### src/sfp_pkg.sv
// Shared types and constants for the sync frame parser with 8-bit sum checks.
// Used by sfp_frame_check and sync_frame_parser_sum8; no dependencies.
package sfp_pkg;

  localparam int BODY_DEPTH   = 64;
  localparam int PAYLOAD_MAX  = 32;
  localparam int PREAMBLE_LEN = 3;

  localparam int BODY_AW = $clog2(BODY_DEPTH);
  localparam int LEN_W   = $clog2(BODY_DEPTH + 1);
  localparam int CNT_W   = $clog2(PAYLOAD_MAX + 1);
  localparam int NX_W    = LEN_W + 2;

  localparam logic [7:0] SYNC_A = 8'hAA;
  localparam logic [7:0] SYNC_B = 8'h55;

  // Register indexes of the configuration channel
  localparam logic [7:0] CFG_MIN_LEN   = 8'd0;
  localparam logic [7:0] CFG_MAX_LEN   = 8'd1;
  localparam logic [7:0] CFG_LONG_CMD  = 8'd2;
  localparam logic [7:0] CFG_SHORT_CMD = 8'd3;

  // Event counter slots
  localparam int C_RX   = 0;
  localparam int C_JUNK = 1;
  localparam int C_LEN  = 2;
  localparam int C_FSUM = 3;
  localparam int C_PSUM = 4;
  localparam int C_GOOD = 5;
  localparam int N_CNT  = 6;

  typedef enum logic [1:0] {
    ST_GOOD     = 2'd0,
    ST_BAD_LEN  = 2'd1,
    ST_BAD_FSUM = 2'd2,
    ST_BAD_PSUM = 2'd3
  } sfp_status_e;

  typedef enum logic [1:0] {
    PH_WAIT_A   = 2'd0,
    PH_WAIT_B   = 2'd1,
    PH_WAIT_LEN = 2'd2,
    PH_BODY     = 2'd3
  } sfp_phase_e;

  typedef enum logic [1:0] {
    CT_RUN   = 2'd0,
    CT_CHECK = 2'd1,
    CT_READ  = 2'd2,
    CT_LOAD  = 2'd3
  } sfp_ctrl_e;

  typedef struct packed {
    sfp_status_e        status;
    logic [CNT_W-1:0]   plen;
  } sfp_check_t;

endpackage

### src/sfp_body_ram.sv
// Simple dual-port synchronous RAM holding the frame body bytes.
// One write port, one read port with registered read data; no dependencies.
module sfp_body_ram #(
  parameter int DEPTH = 64,
  parameter int WIDTH = 8
) (
  input  logic                     clk_i,
  input  logic                     we_i,
  input  logic [$clog2(DEPTH)-1:0] waddr_i,
  input  logic [WIDTH-1:0]         wdata_i,
  input  logic                     re_i,
  input  logic [$clog2(DEPTH)-1:0] raddr_i,
  output logic [WIDTH-1:0]         rdata_o
);

  logic [WIDTH-1:0] mem_q [DEPTH];
  logic [WIDTH-1:0] rdata_q;

  always_ff @(posedge clk_i) begin
    if (we_i) begin
      mem_q[waddr_i] <= wdata_i;
    end
  end

  always_ff @(posedge clk_i) begin
    if (re_i) begin
      rdata_q <= mem_q[raddr_i];
    end
  end

  assign rdata_o = rdata_q;

endmodule

### src/sfp_frame_check.sv
// End-of-body validation: body length, frame sum and payload sum.
// Depends on sfp_pkg; works from running sums kept by the top level.
module sfp_frame_check
  import sfp_pkg::*;
(
  input  logic [LEN_W-1:0] body_len_i,
  input  logic [7:0]       cmd_i,
  input  logic [7:0]       first_pl_i,
  input  logic [7:0]       body_sum_i,
  input  logic [7:0]       last1_i,
  input  logic [7:0]       last2_i,
  input  logic [7:0]       long_cmd_i,
  input  logic [7:0]       short_cmd_i,
  output sfp_check_t       check_o
);

  logic            is_long;
  logic            is_short;
  logic            has_psum;
  logic [NX_W-1:0] nx;
  logic [NX_W-1:0] ovh;
  logic [NX_W-1:0] plen_w;
  logic            bad_len;
  logic [7:0]      psum;
  logic [7:0]      psum_ref;
  logic [7:0]      fsum;

  assign is_long  = (cmd_i == long_cmd_i);
  assign is_short = !is_long && (cmd_i == short_cmd_i);
  assign has_psum = is_long || is_short;

  assign nx     = NX_W'(body_len_i);
  assign ovh    = has_psum ? NX_W'(3) : NX_W'(2);
  assign plen_w = nx - ovh;
  assign bad_len = (nx < ovh) || (nx > ovh + NX_W'(PAYLOAD_MAX)) || (is_short && nx == ovh);

  // Body sum covers everything after the command; drop the trailing check bytes
  assign psum     = has_psum ? (body_sum_i - last1_i - last2_i) : (body_sum_i - last1_i);
  assign psum_ref = is_short ? (psum - first_pl_i) : psum;
  assign fsum     = 8'(SYNC_A + SYNC_B + PREAMBLE_LEN) + 8'(body_len_i) + cmd_i + psum;

  always_comb begin
    check_o.plen = CNT_W'(plen_w);
    priority if (bad_len) begin
      check_o.status = ST_BAD_LEN;
    end else if (fsum != last1_i) begin
      check_o.status = ST_BAD_FSUM;
    end else if (has_psum && psum_ref != last2_i) begin
      check_o.status = ST_BAD_PSUM;
    end else begin
      check_o.status = ST_GOOD;
    end
  end

endmodule

### src/sync_frame_parser_sum8.sv
// Top level of the sync frame parser with 8-bit sum checksums.
// Depends on sfp_pkg, sfp_body_ram and sfp_frame_check.
// Usage:
//   The slave stream takes one received byte per transaction (tdata[7:0]).
//   The parser hunts for AA 55, takes a length byte and stores the body in
//   a 64-entry RAM. At body end it checks length, frame sum and payload sum.
//   The master stream returns one transaction per payload byte of a good
//   frame, or one status transaction otherwise (a rejection, or a good frame with no payload); tlast marks the final
//   transaction caused by an input byte, tuser carries the status code.
//   Every result carries snapshots of the six wrapping event counters.
// Flow control:
//   Sync and body bytes are taken one per cycle, also while a result waits;
//   a length byte needs the output register free, and a rejection appears
//   in the cycle after it. After the last body byte the check state also reads
//   the first payload byte; each payload byte then passes through the load
//   state, and each later one through the read state before it; input is held
//   while these states run, and while the receiver stalls.
// Reset clears counters, restores register defaults and restarts the hunt;
// the body RAM needs no clearing. A stalled receiver holds the output
// register and stops payload emission.
module sync_frame_parser_sum8
  import sfp_pkg::*;
(
  input  logic         clk_i,
  input  logic         rst_ni,
  // Byte input
  input  logic         s_axis_tvalid,
  output logic         s_axis_tready,
  input  logic [7:0]   s_axis_tdata,   // [7:0] rx_byte
  // Result output
  output logic         m_axis_tvalid,
  input  logic         m_axis_tready,
  // [7:0] command_code, [13:8] payload_count, [21:14] payload_byte,
  // [53:22] count_rx_bytes, [85:54] count_junk, [117:86] count_bad_length,
  // [149:118] count_bad_frame_sum, [181:150] count_bad_payload_sum,
  // [213:182] count_good, [215:214] zero
  output logic [215:0] m_axis_tdata,
  output logic         m_axis_tlast,
  output logic [1:0]   m_axis_tuser,   // [1:0] status
  // Configuration writes
  input  logic         cfg_valid_i,
  output logic         cfg_ready_o,
  input  logic [7:0]   cfg_index_i,
  input  logic [7:0]   cfg_data_i
);

  // Configuration
  logic [7:0] min_len_q, max_len_q, long_cmd_q, short_cmd_q;

  // Parser state
  sfp_phase_e       phase_q, phase_d;
  sfp_ctrl_e        ctrl_q, ctrl_d;
  logic [LEN_W-1:0] exp_q, exp_d;
  logic [LEN_W-1:0] rcv_q, rcv_d;
  logic [31:0]      cnt_q [N_CNT];
  logic [31:0]      cnt_d [N_CNT];
  logic [CNT_W-1:0] idx_q, idx_d;
  logic [CNT_W-1:0] plen_q, plen_d;

  // Running body values
  logic [7:0] cmd_q, first_pl_q, sum_q, last1_q, last2_q;

  // Output register
  logic        out_valid_q;
  sfp_status_e out_status_q, res_status;
  logic [7:0]  out_cmd_q, res_cmd;
  logic [5:0]  out_pcnt_q, res_pcnt;
  logic [7:0]  out_byte_q, res_byte;
  logic        out_last_q, res_last;
  logic [31:0] out_cnt_q [N_CNT];

  logic             in_acc;
  logic             out_free;
  logic             out_load;
  logic             len_ok;
  logic             body_done;
  logic             emit_last;
  logic             chk_emit;
  logic             wr_en;
  logic             rd_en;
  logic [BODY_AW-1:0] rd_addr;
  logic [7:0]       rd_data;
  logic [7:0]       b;
  sfp_check_t       chk;

  assign b        = s_axis_tdata;
  assign out_free = !out_valid_q || m_axis_tready;
  assign s_axis_tready = (ctrl_q == CT_RUN) && ((phase_q != PH_WAIT_LEN) || out_free);
  assign in_acc   = s_axis_tvalid && s_axis_tready;
  assign cfg_ready_o = 1'b1;

  assign len_ok = (b >= min_len_q) && (b <= max_len_q) &&
                  ({1'b0, b} >= 9'(PREAMBLE_LEN + 2)) &&
                  ({1'b0, b} <= 9'(PREAMBLE_LEN + BODY_DEPTH));
  assign body_done = (phase_q == PH_BODY) &&
                     ((NX_W'(rcv_q) + NX_W'(1)) >= NX_W'(exp_q));
  assign emit_last = (idx_q == plen_q);
  assign chk_emit  = (chk.status == ST_GOOD) && (chk.plen != '0);

  sfp_body_ram #(
    .DEPTH(BODY_DEPTH),
    .WIDTH(8)
  ) u_body_ram (
    .clk_i   (clk_i),
    .we_i    (wr_en),
    .waddr_i (BODY_AW'(rcv_q)),
    .wdata_i (b),
    .re_i    (rd_en),
    .raddr_i (rd_addr),
    .rdata_o (rd_data)
  );

  sfp_frame_check u_check (
    .body_len_i  (exp_q),
    .cmd_i       (cmd_q),
    .first_pl_i  (first_pl_q),
    .body_sum_i  (sum_q),
    .last1_i     (last1_q),
    .last2_i     (last2_q),
    .long_cmd_i  (long_cmd_q),
    .short_cmd_i (short_cmd_q),
    .check_o     (chk)
  );

  // Control sequencer: next state
  always_comb begin
    ctrl_d = ctrl_q;
    unique case (ctrl_q)
      CT_RUN: begin
        if (in_acc && body_done) begin
          ctrl_d = CT_CHECK;
        end
      end
      CT_CHECK: begin
        if (out_free) begin
          ctrl_d = chk_emit ? CT_LOAD : CT_RUN;
        end
      end
      CT_READ: begin
        if (out_free) begin
          ctrl_d = CT_LOAD;
        end
      end
      CT_LOAD: begin
        ctrl_d = emit_last ? CT_RUN : CT_READ;
      end
      default: ctrl_d = CT_RUN;
    endcase
  end

  // Parser and datapath control
  always_comb begin
    phase_d    = phase_q;
    exp_d      = exp_q;
    rcv_d      = rcv_q;
    cnt_d      = cnt_q;
    idx_d      = idx_q;
    plen_d     = plen_q;
    wr_en      = 1'b0;
    rd_en      = 1'b0;
    rd_addr    = BODY_AW'(idx_q);
    out_load   = 1'b0;
    res_status = ST_GOOD;
    res_cmd    = cmd_q;
    res_pcnt   = '0;
    res_byte   = '0;
    res_last   = 1'b1;

    if (in_acc) begin
      cnt_d[C_RX] = cnt_q[C_RX] + 32'd1;
      unique case (phase_q)
        PH_WAIT_A: begin
          if (b == SYNC_A) begin
            phase_d = PH_WAIT_B;
          end else begin
            cnt_d[C_JUNK] = cnt_q[C_JUNK] + 32'd1;
          end
        end
        PH_WAIT_B: begin
          if (b == SYNC_B) begin
            phase_d = PH_WAIT_LEN;
          end else begin
            // A repeated AA keeps the hunt armed
            phase_d = (b == SYNC_A) ? PH_WAIT_B : PH_WAIT_A;
            cnt_d[C_JUNK] = cnt_q[C_JUNK] + 32'd1;
          end
        end
        PH_WAIT_LEN: begin
          if (len_ok) begin
            exp_d   = LEN_W'(b - 8'(PREAMBLE_LEN));
            rcv_d   = '0;
            phase_d = PH_BODY;
          end else begin
            cnt_d[C_LEN] = cnt_q[C_LEN] + 32'd1;
            phase_d    = (b == SYNC_A) ? PH_WAIT_B : PH_WAIT_A;
            out_load   = 1'b1;
            res_status = ST_BAD_LEN;
            res_cmd    = '0;
          end
        end
        PH_BODY: begin
          wr_en = 1'b1;
          rcv_d = rcv_q + LEN_W'(1);
          if (body_done) begin
            phase_d = PH_WAIT_A;
          end
        end
        default: phase_d = PH_WAIT_A;
      endcase
    end

    unique case (ctrl_q)
      CT_RUN: begin
      end
      CT_CHECK: begin
        if (out_free) begin
          unique case (chk.status)
            ST_GOOD:     cnt_d[C_GOOD] = cnt_q[C_GOOD] + 32'd1;
            ST_BAD_LEN:  cnt_d[C_LEN]  = cnt_q[C_LEN] + 32'd1;
            ST_BAD_FSUM: cnt_d[C_FSUM] = cnt_q[C_FSUM] + 32'd1;
            ST_BAD_PSUM: cnt_d[C_PSUM] = cnt_q[C_PSUM] + 32'd1;
            default: ;
          endcase
          plen_d = chk.plen;
          if (chk_emit) begin
            // Fetch the first payload byte right away
            rd_en   = 1'b1;
            rd_addr = BODY_AW'(1);
            idx_d   = CNT_W'(1);
          end else begin
            out_load   = 1'b1;
            res_status = chk.status;
          end
        end
      end
      CT_READ: begin
        if (out_free) begin
          rd_en = 1'b1;
        end
      end
      CT_LOAD: begin
        out_load = 1'b1;
        res_pcnt = 6'(plen_q);
        res_byte = rd_data;
        res_last = emit_last;
        idx_d    = idx_q + CNT_W'(1);
      end
      default: ;
    endcase
  end

  // Configuration registers
  always_ff @(posedge clk_i or negedge rst_ni) begin
    if (!rst_ni) begin
      min_len_q   <= 8'd5;
      max_len_q   <= 8'd67;
      long_cmd_q  <= 8'd194;
      short_cmd_q <= 8'd34;
    end else if (cfg_valid_i && cfg_ready_o) begin
      if (cfg_index_i == CFG_MIN_LEN)   min_len_q   <= cfg_data_i;
      if (cfg_index_i == CFG_MAX_LEN)   max_len_q   <= cfg_data_i;
      if (cfg_index_i == CFG_LONG_CMD)  long_cmd_q  <= cfg_data_i;
      if (cfg_index_i == CFG_SHORT_CMD) short_cmd_q <= cfg_data_i;
    end
  end

  // Control state and counters
  always_ff @(posedge clk_i or negedge rst_ni) begin
    if (!rst_ni) begin
      phase_q     <= PH_WAIT_A;
      ctrl_q      <= CT_RUN;
      exp_q       <= '0;
      rcv_q       <= '0;
      idx_q       <= '0;
      plen_q      <= '0;
      out_valid_q <= 1'b0;
      for (int i = 0; i < N_CNT; i++) begin
        cnt_q[i] <= '0;
      end
    end else begin
      phase_q <= phase_d;
      ctrl_q  <= ctrl_d;
      exp_q   <= exp_d;
      rcv_q   <= rcv_d;
      idx_q   <= idx_d;
      plen_q  <= plen_d;
      cnt_q   <= cnt_d;
      if (out_load) begin
        out_valid_q <= 1'b1;
      end else if (m_axis_tready) begin
        out_valid_q <= 1'b0;
      end
    end
  end

  // Running body values and output payload
  always_ff @(posedge clk_i) begin
    if (in_acc && phase_q == PH_BODY) begin
      if (rcv_q == '0) begin
        cmd_q <= b;
        sum_q <= '0;
      end else begin
        sum_q <= sum_q + b;
      end
      if (rcv_q == LEN_W'(1)) begin
        first_pl_q <= b;
      end
      last2_q <= last1_q;
      last1_q <= b;
    end
    if (out_load) begin
      out_status_q <= res_status;
      out_cmd_q    <= res_cmd;
      out_pcnt_q   <= res_pcnt;
      out_byte_q   <= res_byte;
      out_last_q   <= res_last;
      out_cnt_q    <= cnt_d;
    end
  end

  assign m_axis_tvalid = out_valid_q;
  assign m_axis_tlast  = out_last_q;
  assign m_axis_tuser  = out_status_q;
  assign m_axis_tdata  = {2'b00, out_cnt_q[C_GOOD], out_cnt_q[C_PSUM], out_cnt_q[C_FSUM],
                          out_cnt_q[C_LEN], out_cnt_q[C_JUNK], out_cnt_q[C_RX],
                          out_byte_q, out_pcnt_q, out_cmd_q};

  // Never overwrite a result that is still waiting
  assert property (@(posedge clk_i) disable iff (!rst_ni)
    out_load |-> (!out_valid_q || m_axis_tready))
    else $error("output register overwritten while stalled");

  // The output register is free whenever RAM data is loaded
  assert property (@(posedge clk_i) disable iff (!rst_ni)
    (ctrl_q == CT_LOAD) |-> !out_valid_q)
    else $error("payload load with output register busy");

  // Payload index stays within the frame's payload
  assert property (@(posedge clk_i) disable iff (!rst_ni)
    (ctrl_q == CT_LOAD) |-> (idx_q >= CNT_W'(1) && idx_q <= plen_q))
    else $error("payload index out of range");

  // Body fill never reaches the expected count before the frame closes
  assert property (@(posedge clk_i) disable iff (!rst_ni)
    (phase_q == PH_BODY) |-> (rcv_q < exp_q))
    else $error("body count overran expected length");

endmodule

### config.mk
export PLATFORM = sky130hd
export DESIGN_NAME = sync_frame_parser_sum8
export DESIGN_NICKNAME = d
export VERILOG_FILES = /design/src/sfp_pkg.sv /design/src/sfp_body_ram.sv /design/src/sfp_frame_check.sv /design/src/sync_frame_parser_sum8.sv
export SDC_FILE = /design/constraint.sdc
export NUM_CORES = 1
export LEC_CHECK = 0
export BUFFER_PORTS_ARGS = -buffer_cell sky130_fd_sc_hd__clkbuf_2
export CAP_MARGIN = 25
export CORE_MARGIN = 3
export CORE_UTILIZATION = 61
export CTS_CLUSTER_SIZE = 14
export DETAILED_ROUTE_END_ITERATION = 7
export GPL_TIMING_DRIVEN = 1
export HOLD_SLACK_MARGIN = 0.06
export PLACE_DENSITY = 0.83
export RECOVER_POWER = 25
export SLEW_MARGIN = 0
export SYNTH_ARGS = -nofsm -noshare
export SYNTH_HDL_FRONTEND = slang
export SYNTH_SLANG_ARGS = --single-unit
### constraint.sdc
create_clock -name clk_i -period 31 [get_ports clk_i]
set_clock_uncertainty 0.1 [all_clocks]
set_input_delay 3.1 -clock clk_i [delete_from_list [all_inputs] [get_ports clk_i]]
set_output_delay 3.1 -clock clk_i [all_outputs]
set_load 0.01 [all_outputs]
### Word level (Yosys, flattened, before mapping)

Memory sizes are Yosys's and may differ from the RTL's. A register that Yosys moved wholly into a read port is not among the register bits.
Cells that the tools add are included.

* register bits after elaboration: 512
* memories: 1
* input port bits: 29
* bits in writable memories: 512

* order comparisons: 7
* multiplexer cells: 61
* add/sub/neg operators: 19
* reduce and logical (&&, ||, !) cells: 39
* equality and inequality tests: 28

Memory list
* u_body_ram.mem_q: depth 64, width 8, rd ports 1, clocked after Yosys merged registers in 1, wr ports 1, RTL line sfp_body_ram.sv:16 `logic [WIDTH-1:0] mem_q [DEPTH];`

Operators with widths (count)
* two-way mux 128 bit: 2
* two-way mux 32 bit: 8
* adder 32 x 1 -> 32 bit (second input constant): 6
* two-way mux 96 bit: 1
* one-hot mux 32 bit (2 select lines): 1
* two-way mux 8 bit: 5
* two-way mux 2 bit: 15
* adder 8 bit: 3
* subtractor 8 bit: 3
* two-way mux 1 bit: 19
* two-way mux 6 bit: 3
* == test 8 x 2 -> 1 bit (second input constant): 2
* == test 8 bit: 2
* != test 8 bit: 2
* one-hot mux 2 bit (4 select lines): 2
* one-hot mux 7 bit (2 select lines): 1
* AND reduction 2 bit: 7
* == test 2 bit (second input constant): 6
* logical AND 1 bit: 12
* != test 2 bit (second input constant): 6
* one-hot mux 6 bit (2 select lines): 1
* AND reduction 3 bit: 4
* adder 9 x 6 -> 9 bit (second input constant): 1
* > comparator 7 x 9 -> 1 bit: 1
* other kinds (29): 41

### Longest topological paths before layout

* depth in word-level cells: 18
* depth in mapped cells: 28
* mapped depth without buffers: 26

### Cells and area by module

From an unflattened synthesis, not the netlist that was laid out.

* cell total of the unflattened synthesis: 2687
* area, all modules: 42829.8 um^2

Modules (own cells, without submodules)
* sync_frame_parser_sum8: seq. area each 14111.0 um^2, instances 1, cells an instance 1438, area an instance 20314.5 um^2
* sfp_body_ram: seq. area each 15615.0 um^2, instances 1, cells an instance 940, area an instance 20246.9 um^2
* sfp_frame_check: seq. area each 0.0 um^2, instances 1, cells an instance 309, area an instance 2268.4 um^2

### Least setup slack after synthesis

Ideal clock, no wire load.

* path type: reg-to-reg
* start: register last1_q[0]
* end: register out_cnt_q, in the netlist m_axis_tdata[100], enable pin
* slack: 9.511 ns
* setup time: 1.094 ns
* data required time: 29.806 ns
* buffers on the path: 1
* period minus slack after synthesis: 21.489 ns
* arrival: 20.294 ns
* cell stages (with the launch flop): 26
* path through: edfxtp_1 > ha_1 > fa_1 > nand2b_1 > a21oi_1 > xnor2_1 > ha_1 > o2111a_1 > a2111oi_2 > xnor2_1 > nor2_1 > nor2_1 > inv_1 > fa_1 > inv_1 > ha_1 > o21ai_0 > nor2_1 > nand3_1 > or3_1 > and3_1 > or3_4 > and3_1 > buf_2 > and3_1 > o21ai_0

* longest elaborated chain between the ends: 15
* elaborated cells on any way between the ends: 17

Ends and longest elaborated chain
* from (decl): RTL line sync_frame_parser_sum8.sv:61 `logic [7:0] cmd_q, first_pl_q, sum_q, last1_q, last2_q;`
* from (signal assigned): RTL line sync_frame_parser_sum8.sv:309 `last1_q <= b;`
* subtractor 8 bit (2 in a row): RTL line sfp_frame_check.sv:38 `assign psum = has_psum ? (body_sum_i - last1_i - last2_i) : (body_sum_i - last1_i);`
* two-way mux 8 bit: RTL line sfp_frame_check.sv:38
* subtractor 8 bit: RTL line sfp_frame_check.sv:39 `assign psum_ref = is_short ? (psum - first_pl_i) : psum;`
* two-way mux 8 bit: RTL line sfp_frame_check.sv:39
* != test 8 bit: RTL line sfp_frame_check.sv:48 `end else if (has_psum && psum_ref != last2_i) begin`
* logical AND 1 bit: RTL line sfp_frame_check.sv:48
* two-way mux 2 bit: RTL line sfp_frame_check.sv:48
* two-way mux 2 bit (*): RTL line sfp_frame_check.sv:46 `end else if (fsum != last1_i) begin`
* two-way mux 2 bit (*): RTL line sfp_frame_check.sv:44 `priority if (bad_len) begin`
* logical NOT 2 bit (*): RTL line sync_frame_parser_sum8.sv:98 `assign chk_emit = (chk.status == ST_GOOD) && (chk.plen != '0);`
* logical AND 1 bit (*): RTL line sync_frame_parser_sum8.sv:98
* two-way mux 1 bit (*): RTL line sync_frame_parser_sum8.sv:225 `if (chk_emit) begin`
* two-way mux 1 bit (*): RTL line sync_frame_parser_sum8.sv:216 `if (out_free) begin`
* one-hot mux 1 bit (2 select lines) (*): RTL line sync_frame_parser_sum8.sv:212 `unique case (ctrl_q)`
* named net out_load: RTL line sync_frame_parser_sum8.sv:74 `logic out_load;`
* to (signal assigned): RTL line sync_frame_parser_sum8.sv:317 `out_cnt_q <= cnt_d;`
* to (decl): RTL line sync_frame_parser_sum8.sv:70 `logic [31:0] out_cnt_q [N_CNT];`

Mark *: on every way through the listed nets, which the timed path passes. The rest lies on a longest branch.
A chain may end at the register's enable or synchronous reset.

==> results.json <==
{
  "post-route-period-util": 0.3479,
  "viasPerCell": 6.163,
  "numCtsBuffers": 101,
  "multiInputGateArea_sq_um": 12770,
  "synth.cell_area_sq_um": 43350,
  "hold_violations": 0,
  "first_global_vias": 25910,
  "hold_class": "reg -> reg",
  "status": "finished, violations left",
  "max_freq_mhz": 92.73,
  "placed_cells": 3959,
  "track_usage": 0.2673,
  "synth_edf_count": 777,
  "p_int_w": 0.002199,
  "clockPowerShare": 0.434,
  "ant_nets": 0,
  "synth_fa_ha_area_frac": 0.02788,
  "insertion_delay_ps": 670,
  "rsz0062_at_grt": "no",
  "crit_arrival_ps": 10550,
  "drt_first_iter_violations": 2818,
  "area_growth_pct": 12.83,
  "yosysTopAreaCellShare": 0.5382,
  "crit_type": "in -> async",
  "ir_drop_v": 0.00004349,
  "cts_sinks": 1032,
  "worstMarginPinSlew_ps": 5996,
  "switchingPower_w": 0.0005751,
  "slew_headroom": -2.998,
  "fp.dieArea_sq_um": 74300,
  "violations": "capacitance limit, slew limit",
  "ys_ff_latch": 1032,
  "syn-instance-count": 2853,
  "grt_overflow": 0,
  "post_cts_buffers": 0,
  "htree_levels": 3,
  "async_flop_share": 0.2471,
  "synth-compound-area-share": 0.05195,
  "switching_share": 0.2073,
  "regMostFlops": "u_body_ram.mem_q",
  "clock-root-buffer": "clkbuf_16",
  "core_area_sq_um": 70270,
  "powerDensity_nw_per_um2": 56.72,
  "hpwl_um": 62860,
  "largest_register_ffs": 512,
  "ctsHoldBuffers": 0,
  "synthFlopType": "edfxtp_1",
  "grt_pass1_wl_um": 152500,
  "drv_slew": 603,
  "setup.worst_path.start_class": "input pin",
  "yosysTopAreaCell": "edfxtp_1",
  "leakage_nw": 19.32,
  "antenna_found_initial": 1,
  "synthTopCellsByArea": "edfxtp_1 (54%), dfrtp_1 (14%), mux4_2 (5.8%)",
  "comb_power_share": 0.021,
  "clk_pin_slew_ps": 60,
  "n_fill_cell": 4346,
  "synth_mux_area_frac": 0.07504,
  "die_y_um": 272.6,
  "fin_nets": 3248,
  "n_antenna_cell": 0,
  "drc": 0,
  "port_buffers": 247,
  "ys_types": 86,
  "yosysSeqAreaShare": 0.6857,
  "layout.cells.non_filler": 4155,
  "die_w_um": 272.6,
  "via_count": 25610,
  "r2r_cells": 27,
  "totalWireLength_um": 99390,
  "start_util": 0.6169,
  "synth-xor-area-share": 0.05415,
  "seq_area_sq_um": 29740,
  "rows": 97,
  "postSynthAreaPerCell_sq_um": 15.19,
  "setup_violations": 0,
  "cap_violations": 9,
  "synth_top_family_by_area": "simple AND/OR/NAND/NOR gates",
  "drive_gt1_frac": 0.1935,
  "globalplace.congestion": 0.9208,
  "top_level_ports": 251,
  "first_pass_iters": 7,
  "yosysWarnings": 0,
  "hold_path_depth": 1,
  "wl_per_cell_um": 23.92,
  "cts_tree": "yes",
  "grt_max_degree": 109,
  "clockBufferDepth": 3,
  "synthSimpleGateAreaFrac": 0.08474,
  "ctsResizeCount": 0,
  "cp_max_fo": 108,
  "layout_min_cycle_time_ps": 10780,
  "crit_required_ps": 30770,
  "setup_tns_ps": 0,
  "seqPwrFrac": 0.544,
  "endpoint_kind": "async pin"
}
-- worst paths after layout --
| path | startpoint | end | slack, ps |
|---|---|---|---|
| max | rst_ni | cnt_q[127] | 20220 |
| min | cnt_q[31] | cnt_q[31] | 370 |
| max reg2reg | last1_q[0] | m_axis_tdata[126] | 23330 |
| min reg2reg | cnt_q[31] | cnt_q[31] | 370 |
| max in group clk_i | s_axis_tdata[1] | m_axis_tdata[126] | 21700 |
| min in group asynchronous | rst_ni | cnt_q[94] | 4550 |
-- logic make-up after synthesis --
group / Yosys count
compound gates: 339
xor+xnor: 268
buf+inv: 223
mux: 180
other cells: 2
fa+ha+maj: 90
flops: 1032
simple gates: 719
-- per-layer routing --
metal  vias up  track usage  part of all wire
met2      1285       0.4392              0.49
met5         -            0           0.00013
met3       228      0.04759             0.082
met4         2      0.09178             0.033
li1      11190            -                 -
met1     12900       0.3662              0.39
-- layout make-up --
type | instances | share of cell area
clock buffer | 132 | 0.05659
multi-input combinational | 1599 | 0.2610
timing repair buffer | 281 | 0.03134
inverter | 114 | 0.008749
sequential | 1032 | 0.6080
clock inverter | 57 | 0.01023
tap | 940 | 0.02405
-- metrics by stage --
stage               total power [W]  hold WS, ps    util  setup WS, ps  cell area [sq um]
finish                     0.002774        365.1  0.6960         20220              48910
global route               0.002854        368.3  0.6960         18450              48910
CTS                        0.002792        362.4  0.6951         23150              48850
detailed placement         0.001597        353.3  0.6486         22790              45580
global placement           0.001592        344.0  0.6482         22940              45550
floorplan                  0.001561        332.5       -          9511              43350
-- power by group through the flow --
stage	logic, W	registers (W)	clock network, W
floorplan	0.0000275	0.00153	0
global placement	0.0000564	0.00154	0
detailed placement	0.0000600	0.00154	0
CTS	0.0000608	0.00151	0.00122
global route	0.0000662	0.00151	0.00128
finish	0.0000594	0.00151	0.00120
-- cells in the final DEF (no fill, tap or decap), types with 21 or more instances in the layout --
cell	synthesis	final
nand4_1	32	32
nand2_1	166	166
nor2_1	189	189
nor3_1	42	42
o22ai_1	25	25
nand3_1	88	88
a211oi_1	43	43
a21oi_1	90	90
clkinv_2	0	21
a21o_1	22	22
mux2_2	40	40
edfxtp_1	777	777
clkbuf_2	0	240
and3_1	52	52
inv_1	113	113
clkbuf_16	0	104
xnor2_1	135	135
o21ai_0	53	52
dfrtp_1	245	241
nor2b_1	28	28
mux4_2	112	112
clkbuf_1	70	39
mux2i_1	28	28
ha_1	79	79
and2_1	33	22
xor2_1	133	133
-- critical path: stages --
cell and delay [ps]:
clkbuf_1 4120, clkbuf_1 450, clkbuf_1 2740
-- synthesized netlist by cell type, types with 33 or more instances --
library cell,n
a211oi_1,43
a21oi_1,90
and2_1,33
and3_1,52
clkbuf_1,70
dfrtp_1,245
edfxtp_1,777
ha_1,79
inv_1,113
mux2_2,40
mux4_2,112
nand2_1,166
nand3_1,88
nor2_1,189
nor3_1,42
o21ai_0,53
xnor2_1,135
xor2_1,133
No activity file was read; power rests on OpenSTA's default activity.
